$ cat config.mk
export PLATFORM = sky130hd
export DESIGN_NAME = mpb_raster
export DESIGN_NICKNAME = d
export VERILOG_FILES = /design/src/rtl/core/mpb_pkg.sv /design/src/rtl/core/mpb_raster.sv
export SDC_FILE = /design/constraint.sdc
export NUM_CORES = 1
export LEC_CHECK = 0
export CORE_MARGIN = 2
export CORE_UTILIZATION = 40
export DETAILED_ROUTE_END_ITERATION = 8
export DONT_BUFFER_PORTS = 1
export SLEW_MARGIN = 20
export SYNTH_ARGS = -nofsm -noshare
export SYNTH_HDL_FRONTEND = slang
export SYNTH_SLANG_ARGS = --single-unit
$ cat constraint.sdc
create_clock -name clock -period 11 [get_ports clock]
set_input_delay 1.1 -clock clock [delete_from_list [all_inputs] [get_ports clock]]
set_output_delay 1.1 -clock clock [all_outputs]
set_load 0.05 [all_outputs]
$ cat src/rtl/core/mpb_pkg.sv
package mpb_pkg;

   // Data path
   localparam int DATA_BITS = 32;
   typedef logic signed [DATA_BITS-1:0] data_type;
   localparam data_type DATA_MIN = {1'b1, {(DATA_BITS-1){1'b0}}};

   // Plane geometry
   localparam int MAX_WIDTH = 128;
   localparam int SIZE_BITS = 8;
   localparam int POS_BITS  = $clog2(MAX_WIDTH);
   localparam int ORD_BITS  = POS_BITS - 1;
   localparam int OW_BITS   = POS_BITS;
   localparam logic [SIZE_BITS-1:0] SIZE_MAX   = SIZE_BITS'(MAX_WIDTH);
   localparam logic [SIZE_BITS-1:0] SIZE_RESET = SIZE_BITS'(112);

   // Bias plane
   localparam int BIAS_DEPTH = 4096;
   localparam int BIAS_ABITS = $clog2(BIAS_DEPTH);

   // Opcodes of the request word
   localparam logic OP_PIXEL = 1'b0;
   localparam logic OP_BIAS  = 1'b1;

   // Control register indexes
   localparam int CSR_IDX_BITS  = 1;
   localparam int CSR_DATA_BITS = SIZE_BITS;
   localparam logic [CSR_IDX_BITS-1:0] REG_IN_HEIGHT = 1'b0;
   localparam logic [CSR_IDX_BITS-1:0] REG_IN_WIDTH  = 1'b1;

   // Raster position of one pixel
   typedef struct packed {
      logic [POS_BITS-1:0] row;
      logic [POS_BITS-1:0] col;
      logic                row_last;
      logic                col_last;
      logic                plane_last;
   } pos_type;

   function automatic data_type max_data(input data_type a, input data_type b);
      return (a > b) ? a : b;
   endfunction

   function automatic logic [SIZE_BITS-1:0] clamp_size(input logic [SIZE_BITS-1:0] n);
      logic [SIZE_BITS-1:0] r;
      r = n;
      if (n == '0) begin
         r = SIZE_BITS'(1);
      end else if (n > SIZE_MAX) begin
         r = SIZE_MAX;
      end
      return r;
   endfunction

endpackage

$ cat src/rtl/core/mpb_raster.sv
module mpb_raster (
   input  logic                                clock,
   input  logic                                reset,
   input  logic                                csr_wr_en,
   input  logic [mpb_pkg::CSR_IDX_BITS-1:0]    csr_index,
   input  logic [mpb_pkg::CSR_DATA_BITS-1:0]   csr_wdata,
   input  logic                                step,
   output mpb_pkg::pos_type                    pos,
   output logic [mpb_pkg::OW_BITS-1:0]         out_width
);
   import mpb_pkg::*;

   logic [SIZE_BITS-1:0] in_height_ff, in_height_in;
   logic [SIZE_BITS-1:0] in_width_ff, in_width_in;
   logic [POS_BITS-1:0]  row_ff, row_in;
   logic [POS_BITS-1:0]  col_ff, col_in;
   logic [SIZE_BITS-1:0] height, width;
   logic [SIZE_BITS:0]   width_sum;
   logic                 wrap;
   logic [POS_BITS-1:0]  cur_row, cur_col;

   // Effective size and current position
   always_comb begin
      height    = clamp_size(in_height_ff);
      width     = clamp_size(in_width_ff);
      width_sum = {1'b0, width} + (SIZE_BITS+1)'(1);
      out_width = width_sum[OW_BITS:1];
      wrap      = ({1'b0, row_ff} >= height) || ({1'b0, col_ff} >= width);
      cur_row   = wrap ? '0 : row_ff;
      cur_col   = wrap ? '0 : col_ff;
      pos.row        = cur_row;
      pos.col        = cur_col;
      pos.row_last   = ({1'b0, cur_row} == (height - SIZE_BITS'(1)));
      pos.col_last   = ({1'b0, cur_col} == (width - SIZE_BITS'(1)));
      pos.plane_last = pos.row_last && pos.col_last;
   end

   // Latch sizes; restart the plane on any size write
   always_comb begin
      in_height_in = in_height_ff;
      in_width_in  = in_width_ff;
      row_in       = row_ff;
      col_in       = col_ff;
      priority if (csr_wr_en) begin
         if (csr_index == REG_IN_HEIGHT) begin
            in_height_in = csr_wdata;
         end
         if (csr_index == REG_IN_WIDTH) begin
            in_width_in = csr_wdata;
         end
         row_in = '0;
         col_in = '0;
      end else if (step) begin
         if (pos.col_last) begin
            col_in = '0;
            row_in = pos.row_last ? '0 : (cur_row + POS_BITS'(1));
         end else begin
            col_in = cur_col + POS_BITS'(1);
            row_in = cur_row;
         end
      end else begin
         row_in = row_ff;
      end
   end

   always_ff @(posedge clock) begin
      if (reset) begin
         in_height_ff <= SIZE_RESET;
         in_width_ff  <= SIZE_RESET;
         row_ff       <= '0;
         col_ff       <= '0;
      end else begin
         in_height_ff <= in_height_in;
         in_width_ff  <= in_width_in;
         row_ff       <= row_in;
         col_ff       <= col_in;
      end
   end

`ifndef SYNTHESIS
   a_row_in_plane: assert property (@(posedge clock) disable iff (reset)
      {1'b0, row_ff} < height)
      else $error("row counter beyond plane height");
   a_col_wraps: assert property (@(posedge clock) disable iff (reset)
      step && pos.col_last |=> col_ff == '0)
      else $error("column counter did not wrap at line end");
`endif

endmodule

-- Word-level counts from Yosys, hierarchy flattened
Index checks and enable logic that the tools add are counted.
- register bits after elaboration: 30
- bits in latches: 0
- RAM bits: 0
- memory bits (read-only): 0
- input port bits: 13
- output and inout bits: 24
- memories: 0
- $add $sub $neg: 5
- multiply operators: 0
- div/mod/pow operators: 0
- order comparisons: 4
- equality and inequality tests: 2
- shifts and indexed selects: 0
- multiplexer cells: 9
- bitwise operators: 1
- reduce and logical (&&, ||, !) cells: 7
- operator list (operator ; number):
    7-bit two-way mux ; 5
    8-bit two-way mux ; 4
    7-bit by 8-bit == test with 1-bit output ; 2
    7-bit by 8-bit greater-or-equal comparator with 1-bit output ; 2
    8-bit > comparator (second input constant) ; 2
    8-bit logical NOT ; 2
    8-bit by 1-bit subtractor with 8-bit output (second input constant) ; 2
    7-bit by 1-bit adder with 7-bit output (second input constant) ; 2
    8-bit by 1-bit adder with 8-bit output (second input constant) ; 1
    2-bit AND reduction ; 2
    2-bit OR reduction ; 1
    1-bit logical AND ; 1
    1-bit logical OR ; 1
    1-bit NOT ; 1

-- Depth between registers and ports, before layout
- depth after elaboration: 9
- gate-level depth with buffers: 17
- gate-level depth less buffers: 15

-- Worst setup path after synthesis
OpenSTA, ideal clock, no wires.
- path kind: register to output
- start point: register in_height_ff[3]
- end point: output port pos[0] (netlist name)
- data arrival time: 4.468 ns
- path slack: 5.432 ns
- cell stages (with the launch flop): 14
- cell sequence: dfxtp_1 clkbuf_1 nor4_1 a21oi_1 nor2_1 ha_1 nand2b_1 a31oi_1 o21ai_1 nor2_1 nand2_1 xor2_1 nor3_1 and2_1
- RTL lines (element ; RTL line ; text):
    start: declaration ; mpb_raster.sv:13 ; logic [SIZE_BITS-1:0] in_height_ff, in_height_in;
    start signal: assignment ; mpb_raster.sv:73 ; in_height_ff <= in_height_in;
    end: declaration ; mpb_raster.sv:8 ; output mpb_pkg::pos_type pos,

==> flow_metrics.py <==
metrics = {
    "status": {
        "outcome": "finished clean",
    },
    "layout": {
        "utilization_pct": 43.9,
        "diodes": 0,
        "syn_to_final_growth_pct": 4.67,
        "drive_above_1_share_pct": 5.28,
        "stdcell_count": 437,
        "nNetsFinal": 391,
    },
    "clock_tree": {
        "cts_tree": "done",
        "cts.path.max_buffers": 2,
        "root_buffer": "clkbuf_8",
        "clk_latency_ns": 0.28,
        "cts_resized": 0,
        "cts.clk_slew.worst_paths_ns": 0.06,
        "htree_levels": 2,
        "cts_hold_repair.buffers": 0,
        "cts_setup_buffers": 0,
        "clock_sinks": 30,
        "cts-buffers-inserted": 5,
    },
    "floorplan": {
        "core_um2": 6460,
        "rows": 29,
        "die_h_um": 86.3,
        "die-area_um2": 7440,
        "initial_core_util_pct": 41.9,
        "io-pin-count": 37,
        "die_x_um": 86.3,
    },
    "timing": {
        "fin_crit_sh_pct": 54.1,
        "period_needed_ns": 5.95,
        "setup_ws_ns": 5.05,
        "fmax_ghz": 0.168,
        "tightest_slew_ns": 1.09,
        "rsz0062_at_grt": "no",
        "drv_slew": 0,
        "setup_tns_ns": 0,
        "hold_viol": 0,
        "setup_viol": 0,
        "clock_skew_ns": 0.00864,
        "maxSlewHeadroom_pct": 26.7,
    },
    "power": {
        "ir_drop_mv": 0.0480,
        "p_switching_w": 0.0000848,
        "powerDensity_nw_per_um2": 98.2,
        "p_total_w": 0.000278,
        "power.share.sequential_pct": 43.1,
        "comb_power_share_pct": 19.0,
        "p_leak_nw": 1.12,
        "p_int_w": 0.000194,
        "clockPowerShare_pct": 37.9,
        "swShare_pct": 30.5,
    },
    "placement": {
        "dp_slack_ns": 5.38,
        "portBuffers": 0,
        "placed_cells": 429,
        "place_hpwl_um": 5370,
        "gp_congestion": 0.862,
    },
    "critical_path": {
        "critical-path-slowest-cell": "nor3_2",
        "worstPathCellList": "nor4_1 > a21oi_1 > nor2_1 > ha_1 > nand2b_1 > a31oi_1 > o21ai_1 > nor2_1 > nand2_1 > xor2_1 > nor3_2 > and2_1",
        "path_max_fanout": 9,
        "start_kind": "flip-flop",
        "max_stage_delay_ns": 0.90,
        "critPathTopFamily": "simple AND/OR/NAND/NOR gates",
        "worstSetupEndpointType": "primary output",
        "crit_arrival_ns": 4.85,
        "crit_path_frequent_cell": "nor2_1",
        "worstPathRequired_ns": 9.90,
        "path_buf_inv": 0,
        "critPathKind": "flip-flop to primary output",
    },
    "global_route": {
        "grt-ovfl-total": 0,
        "grt_pass1_vias": 2412,
        "grt_pass1_wl_um": 11800,
        "grt_max_degree": 19,
        "antenna_found_initial": 0,
        "grtUsageTotal_pct": 19.5,
    },
    "yosys": {
        "synth_largest_area_cell": "dfxtp_1",
        "yosysWarningCount": 0,
        "ys.flop_type": "dfxtp_1",
        "ys_ff_latch": 30,
        "yosysTopAreaCellShare_pct": 22.2,
        "synth_cells": 374,
        "synth_common_cells": "nand2_1, nor2_1, dfxtp_1, a21oi_1, ha_1",
        "ys_types": 68,
        "syn_avg_cell_area_um2": 7.24,
        "syn_area_um2": 2710,
        "async_reset_ff_share_pct": 0,
        "synth_most_common_cell": "nand2_1",
        "ys_seq_area_share_pct": 22.2,
        "synth_edf_count": 0,
        "synth_nets": 406,
        "synth_area_leaders": "dfxtp_1, nand2_1, ha_1, nor2_1, a21oi_1",
    },
    "drt": {
        "wl_per_cell_um": 16.2,
        "viasPerCell": 5.87,
        "ant_nets": 0,
        "totalWireLength_um": 7070,
        "drc": 0,
        "vias": 2566,
        "first_pass_iters": 4,
        "drt-initial-drc-count": 147,
    },
    "job": {
        "cap_violations": 0,
    },
    "hold_path": {
        "hp-class": "flip-flop to flip-flop",
    },
}
[worst paths after layout]
path | startpoint | endpoint | slack [ns] | cells after the start
min reg2reg | in_height_ff[0] | in_height_ff[0] | 0.49 | 2
max reg2reg | in_height_ff[3] | row_ff[6] | 6.16 | 13
max | in_height_ff[3] | pos[0] | 5.05 | 12
min | in_height_ff[0] | in_height_ff[0] | 0.49 | 2
[power groups by stage]
stage / clock, W / sequential, W / combinational (W)
detailed placement: 0 / 0.000122 / 0.0000526
global placement: 0 / 0.000122 / 0.0000525
finish: 0.000105 / 0.000120 / 0.0000529
global route: 0.000113 / 0.000121 / 0.0000588
floorplan: 0 / 0.000116 / 0.0000499
CTS: 0.000107 / 0.000120 / 0.0000530
[registers in the layout, indices dropped and copies added, names as in the netlist]
name / flops
row_ff: 7
in_height_ff: 8
in_width_ff: 8
col_ff: 7
[metrics by stage]
stage | area (µm²) | hold slack, ns
finish | 2830 | 0.491
global route | 2830 | 0.518
CTS | 2830 | 0.485
detailed placement | 2720 | 0.475
global placement | 2720 | 0.472
floorplan | 2710 | 0.444
[layer usage]
metal / global-route usage, % / routed length, µm / part of all wire (%) / vias to the layer above
met5: 0 / 0 / 0 / -
met4: 6.25 / 53 / 0.75 / 0
met3: 3.05 / 268 / 3.8 / 5
met2: 32.0 / 3390 / 48 / 49
met1: 26.3 / 3350 / 47 / 1185
li1: - / - / - / 1327
[cells in the final DEF, fill, tap and decap left out, types with 5 or more instances in the layout]
master / instances
nand3b_1: 7
nand2_1: 66
nand3_1: 11
nor4_1: 7
xor2_1: 7
a21oi_1: 24
ha_1: 19
nor3_1: 6
and3_1: 10
o31ai_1: 5
dfxtp_1: 30
clkbuf_8: 8
inv_1: 16
o21ai_1: 5
nand4_1: 6
nand2b_1: 8
o21ai_0: 5
nor2_1: 34
[worst reg2reg max path, cell delays in order (launching register included)]
cell and delay (ns):
dfxtp_1 0.38, nor4_1 0.46, a21oi_1 0.12, nor2_1 0.27, ha_1 0.29, nand2b_1 0.14
a31oi_1 0.23, o21ai_1 0.23, nor2_1 0.50, nand2_1 0.23, xor2_1 0.22, nor3_2 0.90
and2_1 0.59, o41ai_1 0.14
[cell type report]
| type | instances | area, µm² |
|---|---|---|
| inverter | 18 | 67.6 |
| clock buffer | 8 | 110 |
| tap | 77 | 96.3 |
| sequential | 30 | 601 |
| multi-input combinational | 304 | 1960 |
| fill | 665 | 3620 |
[cell families (layout without fill, tap and decap cells)]
family | Yosys count | in the layout | share of synthesized area (%)
AND/OR/NAND/NOR | 181 | 181 | 33.6
AO/OA/AOI/OAI | 85 | 85 | 22.5
buffers and inverters | 40 | 26 | 5.82
flip-flops | 30 | 30 | 22.2
adder cells (fa/ha/maj) | 19 | 19 | 8.78
XOR/XNOR | 12 | 12 | 4.39
multiplexers | 7 | 7 | 2.73
Note: power is estimated with default switching activity, not from simulation.
